## src/rtl/assert_macros.svh

```systemverilog
// Assertion macros used by the RTL checker top level.
// Depends on nothing; the using module supplies clk and arst_n.
`ifndef ASSERT_MACROS_SVH
`define ASSERT_MACROS_SVH
`ifndef SYNTHESIS
// Property that must hold at every clock edge out of reset.
`define AST_HOLD(label, expr, msg) \
	label: assert property (@(posedge clk) disable iff (!arst_n) (expr)) \
		else $error(msg);
// Same-cycle implication.
`define AST_IMPL(label, ante, cons, msg) \
	label: assert property (@(posedge clk) disable iff (!arst_n) (ante) |-> (cons)) \
		else $error(msg);
// Next-cycle implication.
`define AST_NEXT(label, ante, cons, msg) \
	label: assert property (@(posedge clk) disable iff (!arst_n) (ante) |=> (cons)) \
		else $error(msg);
`else
`define AST_HOLD(label, expr, msg)
`define AST_IMPL(label, ante, cons, msg)
`define AST_NEXT(label, ante, cons, msg)
`endif
`endif

```

## src/rtl/ihc_pkg.sv

```systemverilog
// Shared types and constants for the IPv4 header checker.
// No dependencies.
`default_nettype none
package ihc_pkg;
	localparam int COUNTER_WIDTH_DEF = 32;
	localparam int SUM_W             = 21;
	localparam int OUT_W             = 144;   // 139 payload bits, padded to bytes

	localparam logic [15:0] MIN_HDR_BYTES = 16'd20;
	localparam logic [15:0] COUNT_MAX     = 16'hFFFF;
	localparam logic [15:0] FRAG_OFF_MASK = 16'h1FFF;
	localparam logic [15:0] HALF_MASK     = 16'hFFFF;
	localparam logic [3:0]  VERSION_IPV4  = 4'd4;
	localparam logic [3:0]  IHL_MIN       = 4'd5;
	localparam int          MF_BIT        = 13;

	typedef enum logic [2:0] {
		V_ACCEPT   = 3'd0,
		V_SHORT    = 3'd1,
		V_VERSION  = 3'd2,
		V_HDRLEN   = 3'd3,
		V_LENGTH   = 3'd4,
		V_FRAG     = 3'd5,
		V_CHECKSUM = 3'd6
	} verdict_t;

	// Per-packet header state
	typedef struct packed {
		logic [15:0]      count;
		logic [7:0]       ver_ihl;
		logic [15:0]      tot_len;
		logic [15:0]      frag_word;
		logic [7:0]       proto;
		logic [31:0]      src;
		logic [31:0]      dst;
		logic [7:0]       high;
		logic [SUM_W-1:0] sum;
	} hdr_t;
endpackage
`default_nettype wire

```

## src/rtl/ihc_hdr_capture.sv

```systemverilog
// Per-packet header capture and header word sum.
// Depends on ihc_pkg.
`default_nettype none
module ihc_hdr_capture (
	input  wire logic        clk,
	input  wire logic        arst_n,
	input  wire logic        adv,        // byte in stage 1 is consumed
	input  wire logic        last,
	input  wire logic [7:0]  data_byte,
	output ihc_pkg::hdr_t    hdr_nxt     // state including this byte
);
	localparam logic [15:0] IDX_VER   = 16'd0;
	localparam logic [15:0] IDX_LEN_H = 16'd2;
	localparam logic [15:0] IDX_LEN_L = 16'd3;
	localparam logic [15:0] IDX_FRG_H = 16'd6;
	localparam logic [15:0] IDX_FRG_L = 16'd7;
	localparam logic [15:0] IDX_PROTO = 16'd9;

	ihc_pkg::hdr_t hdr_q;
	logic [15:0]   idx;
	logic [7:0]    ver_nxt;
	logic [15:0]   hdr_bytes;

	assign idx       = hdr_q.count;
	assign ver_nxt   = (idx == IDX_VER) ? data_byte : hdr_q.ver_ihl;
	assign hdr_bytes = {10'd0, ver_nxt[3:0], 2'b00};

	always_comb begin
		hdr_nxt = hdr_q;
		if (hdr_q.count != ihc_pkg::COUNT_MAX) begin
			hdr_nxt.count = hdr_q.count + 16'd1;
		end
		if (idx == IDX_VER) begin
			hdr_nxt.ver_ihl = data_byte;
		end else if (idx == IDX_LEN_H || idx == IDX_LEN_L) begin
			hdr_nxt.tot_len = {hdr_q.tot_len[7:0], data_byte};
		end else if (idx == IDX_FRG_H || idx == IDX_FRG_L) begin
			hdr_nxt.frag_word = {hdr_q.frag_word[7:0], data_byte};
		end else if (idx == IDX_PROTO) begin
			hdr_nxt.proto = data_byte;
		end else if (idx inside {[16'd12:16'd15]}) begin
			hdr_nxt.src = {hdr_q.src[23:0], data_byte};
		end else if (idx inside {[16'd16:16'd19]}) begin
			hdr_nxt.dst = {hdr_q.dst[23:0], data_byte};
		end
		// header words: IHL taken after this byte's capture
		if (idx < hdr_bytes) begin
			if (!idx[0]) begin
				hdr_nxt.high = data_byte;
			end else begin
				hdr_nxt.sum = hdr_q.sum + ihc_pkg::SUM_W'({hdr_q.high, data_byte});
			end
		end
	end

	always_ff @(posedge clk or negedge arst_n) begin
		if (!arst_n) begin
			hdr_q <= '0;
		end else if (adv) begin
			hdr_q <= last ? '0 : hdr_nxt;
		end
	end
endmodule
`default_nettype wire

```

## src/rtl/ihc_judge.sv

```systemverilog
// Verdict logic: ordered header checks on the final packet state.
// Depends on ihc_pkg.
`default_nettype none
module ihc_judge (
	input  wire ihc_pkg::hdr_t hdr,
	output ihc_pkg::verdict_t verdict
);
	logic [3:0]  ihl;
	logic [16:0] fold1;
	logic [16:0] fold2;
	logic [15:0] hdr_bytes;

	assign ihl       = hdr.ver_ihl[3:0];
	assign hdr_bytes = {10'd0, ihl, 2'b00};
	// ones'-complement fold of the 21-bit sum, twice
	assign fold1 = {1'b0, hdr.sum[15:0]} + 17'(hdr.sum[ihc_pkg::SUM_W-1:16]);
	assign fold2 = {1'b0, fold1[15:0]} + 17'(fold1[16]);

	always_comb begin
		if (hdr.count < ihc_pkg::MIN_HDR_BYTES) begin
			verdict = ihc_pkg::V_SHORT;
		end else if (hdr.ver_ihl[7:4] != ihc_pkg::VERSION_IPV4) begin
			verdict = ihc_pkg::V_VERSION;
		end else if (ihl < ihc_pkg::IHL_MIN || hdr.count < hdr_bytes) begin
			verdict = ihc_pkg::V_HDRLEN;
		end else if (hdr.tot_len > hdr.count) begin
			verdict = ihc_pkg::V_LENGTH;
		end else if ((hdr.frag_word & ihc_pkg::FRAG_OFF_MASK) != 16'd0
			|| hdr.frag_word[ihc_pkg::MF_BIT]) begin
			verdict = ihc_pkg::V_FRAG;
		end else if (fold2 != {1'b0, ihc_pkg::HALF_MASK}) begin
			verdict = ihc_pkg::V_CHECKSUM;
		end else begin
			verdict = ihc_pkg::V_ACCEPT;
		end
	end
endmodule
`default_nettype wire

```

## src/rtl/ipv4_header_checker_core.sv

```systemverilog
// IPv4 header checker top level: input register, capture, verdict, result register.
// Depends on ihc_pkg, ihc_hdr_capture, ihc_judge and assert_macros.svh.
//
// Takes an IPv4 packet one byte per beat on the slave side (tlast on the
// final byte) and gives one result beat per packet on the master side.
// Throughput is one byte per clock unless a last byte is held: each byte
// passes through the input register, where the header capture and the
// 16-bit word add are done, and on the last byte the ordered checks run in
// that same cycle and the result register is loaded. A last byte, and the
// input behind it, waits while the result register is full and stalled;
// other bytes flow regardless of master-side backpressure. Verdict codes:
// 0 accept, 1 too short, 2 bad version, 3 bad header length, 4 length
// mismatch, 5 fragmented, 6 bad checksum. On a rejection the protocol and
// address fields read zero. The accepted and rejected totals are
// COUNTER_WIDTH bits wide and wrap; the result shows their low 32 bits
// (zero-extended when narrower), this packet included.
`default_nettype none
`include "assert_macros.svh"
module ipv4_header_checker_core #(
	parameter int COUNTER_WIDTH = ihc_pkg::COUNTER_WIDTH_DEF
) (
	input  wire logic                      clk,
	input  wire logic                      arst_n,
	input  wire logic                      s_axis_tvalid,
	output logic                           s_axis_tready,
	input  wire logic [7:0]                s_axis_tdata,   // [7:0] data_byte
	input  wire logic                      s_axis_tlast,   // last_byte
	output logic                           m_axis_tvalid,
	input  wire logic                      m_axis_tready,
	// [2:0] verdict, [10:3] protocol_number, [42:11] source_address,
	// [74:43] destination_address, [106:75] accepted_count,
	// [138:107] rejected_count, [143:139] zero
	output logic [ihc_pkg::OUT_W-1:0]      m_axis_tdata
);
	// input register
	logic                      byte_vld_s1;
	logic [7:0]                byte_s1;
	logic                      last_s1;
	// result register
	logic                      out_vld_q;
	logic [ihc_pkg::OUT_W-1:0] out_data_q;
	// totals
	logic [COUNTER_WIDTH-1:0]  acc_q;
	logic [COUNTER_WIDTH-1:0]  rej_q;
	logic [COUNTER_WIDTH-1:0]  acc_nxt;
	logic [COUNTER_WIDTH-1:0]  rej_nxt;

	logic              adv;
	logic              load_out;
	logic              accept;
	ihc_pkg::hdr_t     hdr_nxt;
	ihc_pkg::verdict_t verdict;

	// A byte leaves stage 1 unless it is a last byte facing a full, stalled result.
	assign adv           = byte_vld_s1 && (!last_s1 || !out_vld_q || m_axis_tready);
	assign load_out      = adv && last_s1;
	assign s_axis_tready = !byte_vld_s1 || adv;

	always_ff @(posedge clk or negedge arst_n) begin
		if (!arst_n) begin
			byte_vld_s1 <= 1'b0;
		end else if (s_axis_tready) begin
			byte_vld_s1 <= s_axis_tvalid;
		end
	end

	always_ff @(posedge clk) begin
		if (s_axis_tready && s_axis_tvalid) begin
			byte_s1 <= s_axis_tdata;
			last_s1 <= s_axis_tlast;
		end
	end

	ihc_hdr_capture u_capture (
		.clk       (clk),
		.arst_n    (arst_n),
		.adv       (adv),
		.last      (last_s1),
		.data_byte (byte_s1),
		.hdr_nxt   (hdr_nxt)
	);

	ihc_judge u_judge (
		.hdr     (hdr_nxt),
		.verdict (verdict)
	);

	assign accept  = (verdict == ihc_pkg::V_ACCEPT);
	assign acc_nxt = accept ? acc_q + COUNTER_WIDTH'(1) : acc_q;
	assign rej_nxt = accept ? rej_q : rej_q + COUNTER_WIDTH'(1);

	always_ff @(posedge clk or negedge arst_n) begin
		if (!arst_n) begin
			acc_q     <= '0;
			rej_q     <= '0;
			out_vld_q <= 1'b0;
		end else begin
			if (load_out) begin
				acc_q     <= acc_nxt;
				rej_q     <= rej_nxt;
				out_vld_q <= 1'b1;
			end else if (m_axis_tready) begin
				out_vld_q <= 1'b0;
			end
		end
	end

	// result beat payload; rejected packets expose no header fields
	always_ff @(posedge clk) begin
		if (load_out) begin
			out_data_q <= {5'd0,
				32'(rej_nxt),
				32'(acc_nxt),
				accept ? hdr_nxt.dst : 32'd0,
				accept ? hdr_nxt.src : 32'd0,
				accept ? hdr_nxt.proto : 8'd0,
				verdict};
		end
	end

	assign m_axis_tvalid = out_vld_q;
	assign m_axis_tdata  = out_data_q;

	`AST_HOLD(a_no_overwrite, !(load_out && out_vld_q && !m_axis_tready),
		"result register overwritten while stalled")
	`AST_IMPL(a_last_held, byte_vld_s1 && last_s1 && out_vld_q && !m_axis_tready,
		!s_axis_tready, "input taken while last byte is blocked")
	`AST_NEXT(a_one_total, load_out,
		(acc_q != $past(acc_q)) != (rej_q != $past(rej_q)),
		"packet must bump exactly one total")
	`AST_IMPL(a_reject_zero, out_vld_q && out_data_q[2:0] != ihc_pkg::V_ACCEPT,
		out_data_q[74:3] == 72'd0, "rejected result carries header fields")
endmodule
`default_nettype wire
```

## config.mk

```make
export PLATFORM = sky130hd
export DESIGN_NAME = ipv4_header_checker_core
export DESIGN_NICKNAME = d
export VERILOG_FILES = /design/src/rtl/ihc_pkg.sv /design/src/rtl/ihc_hdr_capture.sv /design/src/rtl/ihc_judge.sv /design/src/rtl/ipv4_header_checker_core.sv
export VERILOG_INCLUDE_DIRS = /design/src /design/src/rtl
export SDC_FILE = /design/constraint.sdc
export NUM_CORES = 1
export LEC_CHECK = 0
export BUFFER_PORTS_ARGS = -buffer_cell sky130_fd_sc_hd__buf_2
export CORE_MARGIN = 2
export CORE_UTILIZATION = 40
export DETAILED_ROUTE_END_ITERATION = 12
export SLEW_MARGIN = 0
export SYNTH_ARGS = -nofsm -noshare
export SYNTH_HDL_FRONTEND = slang
export SYNTH_SLANG_ARGS = --single-unit
```

## constraint.sdc

```tcl
create_clock -name clk -period 9.9 [get_ports clk]
set_input_delay 1.485 -clock clk [delete_from_list [all_inputs] [get_ports clk]]
set_output_delay 1.485 -clock clk [all_outputs]
set_load 0.02 [all_outputs]
```

==> results.json <==
{
  "ant_nets": 0,
  "port_buffers": 153,
  "gp_congestion": 0.907,
  "dpl.cell_count": 2511,
  "wl_per_cell_microns": 19.5,
  "synth_top_family_by_area": "simple AND/OR/NAND/NOR gates",
  "nNetsFinal": 2015,
  "status": "finished, final reports clean",
  "yosys.area_share.simple_pct": 18.3,
  "htreeDepth": 2,
  "fin_skew_ps": 22.1,
  "arrival_ps": 9420,
  "async_flop_share_pct": 59.9,
  "cp_max_fo": 44,
  "critPathCaptureType": "register",
  "rows": 79,
  "dieArea_sq_mm": 0.0492,
  "worst-setup-path-type": "register to register",
  "power_mw": 3.92,
  "synth-xor-area-share_pct": 7.68,
  "crit_family": "simple AND/OR/NAND/NOR gates",
  "critical_path_required_ps": 10320,
  "worstMarginPinSlew_ps": 1070,
  "drt_wl_total_mm": 50.6,
  "netlist_instances": 1829,
  "synth_area_sq_mm": 0.0190,
  "clkLatencyLatePin_ps": 580,
  "ys.flop_type": "dfrtp_1",
  "hpwl_mm": 32.8,
  "synth_compound_area_share_pct": 13.2,
  "critical_path.max_stage_delay_ps": 790,
  "yosysWarningCount": 0,
  "finalSetupViolations": 0,
  "yosys.area.top_type": "dfrtp_1",
  "clock_path_buffers": 3,
  "drt_first_pass_iters": 7,
  "die_height_microns": 222,
  "fmax_mhz": 111,
  "viasPerCell": 5.59,
  "grt_pass1_vias": 13700,
  "clk_pin_slew_ps": 60,
  "grt_max_degree": 122,
  "max_slew_margin_pct": 28.4,
  "hold_violations": 0,
  "powerDensity_mw_per_mm2": 181,
  "postSynthAreaPerCell_sq_um": 10.4,
  "ys_types": 89,
  "antenna_found_initial": 4,
  "cts_root_buf": "clkbuf_16",
  "synth_edf_count": 148,
  "drive_gt1_share_pct": 14.8,
  "yosys-top-cells-area": "dfrtp_1 29%, edfxtp_1 23%, nand2_1 6.1%",
  "wl_met3_mm": 3.18,
  "worst-path-buf-inv": 3,
  "wl_met1_mm": 23.7,
  "fin_cells": 2594,
  "rsz0062_at_grt": "false",
  "synthTopCellsByCount": "307 x nand2_1, 221 x dfrtp_1, 148 x edfxtp_1",
  "grt_usage_pct": 20.1,
  "synth_top_area_share_pct": 29.1,
  "pin_count": 159,
  "yosysSeqAreaShare_pct": 52.5,
  "setup_tns_ps": 0,
  "wl_met2_mm": 22.8,
  "cts_sinks": 369,
  "synth_adder_area_share_pct": 3.44,
  "cp_slowest_cell": "or4_4",
  "maxSlewViolCount": 0,
  "synth-seq-cells": 369,
  "die_width_microns": 222,
  "cts_tree": "built",
  "yosysMostFrequentCell": "nand2_1",
  "synthMuxAreaShare_pct": 1.85,
  "startpoint_type": "register",
  "hold_path_class": "register to register",
  "period_minus_slack_ps": 9000,
  "fin_crit_sh_pct": 90.9,
  "drv_cap": 0,
  "leakage_nw": 9.33,
  "drc": 0,
  "core_sq_mm": 0.0468,
  "grt_pass1_wl_mm": 78.8,
  "grt-ovfl-total": 0,
  "top_layer": "met4",
  "initial_utilization_pct": 40.6,
  "num_vias": 14500,
  "cts_buffers": 42,
  "fillCellCount": 4356,
  "drt_iter0_drc": 1131,
  "syn2layout_area_growth_pct": 14.0,
  "ir_worst_vdd_uv": 110
}
-- logic make-up (layout without fill, tap and decap cells) --
logic type,count (synthesis),count (layout)
mux,33,33
buf+inv,130,281
fa+ha+maj,51,51
compound gates,386,386
other cells,1,7
simple gates,695,696
xor+xnor,164,164
flops,369,369
-- timing repair --
item	in CTS	in global routing
gates resized for setup	0	2
setup endpoints to repair	0	130
setup buffers	0	2
hold buffers	0	0
-- cell type report --
class / instances / area (sq um) / share of cell area (%)
multi-input cells: 1335 / 8510 / 39.3
repair buffers: 178 / 976 / 4.51
diodes: 2 / 5.00 / 0.0231
clock inverters: 8 / 83.8 / 0.387
well taps: 607 / 759 / 3.51
flip-flops and latches: 369 / 9970 / 46.1
clock buffers: 70 / 1250 / 5.75
inverters: 25 / 98.8 / 0.456
-- state kept, by name, indices dropped and copies added, names as in the netlist --
| name | cells |
|---|---|
| byte_vld_s1 | 1 |
| m_axis_tdata | 139 |
| acc_q | 32 |
| byte_s1 | 8 |
| u_capture.idx | 16 |
| u_capture.hdr_q | 139 |
| rej_q | 32 |
| m_axis_tvalid | 1 |
| last_s1 | 1 |
-- report_power, final --
part | switching, mW | leakage (nW) | internal [mW]
logic | 0.430 | 4.04 | 0.238
clock network | 0.645 | 0.649 | 0.866
registers | 0.0712 | 4.65 | 1.67
-- path summary, 6_finish.rpt --
kind	start	endpoint	slack, ps	cells after the start
setup / recovery	byte_s1[1]	m_axis_tdata[51]	900	34
hold / removal	u_capture.hdr_q[99]	u_capture.hdr_q[99]	480	2
setup reg to reg	byte_s1[1]	m_axis_tdata[51]	900	34
hold reg to reg	u_capture.hdr_q[99]	u_capture.hdr_q[99]	480	2
max in group asynchronous	arst_n	u_capture.hdr_q[68]	7560	2
min in group asynchronous	arst_n	m_axis_tvalid	900	1
-- routing by layer --
| metal | vias up | GRT usage (%) |
|---|---|---|
| met3 | 60 | 3.47 |
| li1 | 6846 | - |
| met1 | 7123 | 29.7 |
| met2 | 466 | 30.3 |
| met5 | - | 0 |
| met4 | 0 | 5.30 |
-- through the flow --
stage	hold WS, ps	setup slack (ps)	cell area [sq um]	util, %
after detailed placement	469	681	20300	43.4
final	480	902	21700	46.3
after CTS	483	634	21600	46.2
after global placement	462	981	20300	43.4
after global routing	495	40.1	21700	46.3
after floorplan	442	1960	19000	-
-- tightest hold or removal path: stages, from the launching register on --
cell and delay (ps):
dfrtp_1 340, nand2_1 50, o21ai_0 60
-- layout by cell type (no fill, tap or decap), types with 26 or more instances in the layout --
master,synthesis,final
xor2_1,63,63
nand3_1,75,75
nor3_1,38,36
a21oi_1,103,102
dfrtp_1,221,221
nor2_1,64,64
edfxtp_1,148,148
buf_2,27,152
a22o_1,78,78
o21ai_0,109,109
nand4_1,26,26
clkbuf_16,0,42
xnor2_1,99,99
nand2_1,307,307
and3_1,57,57
ha_1,49,49
Power figures use the tool's default switching activity.
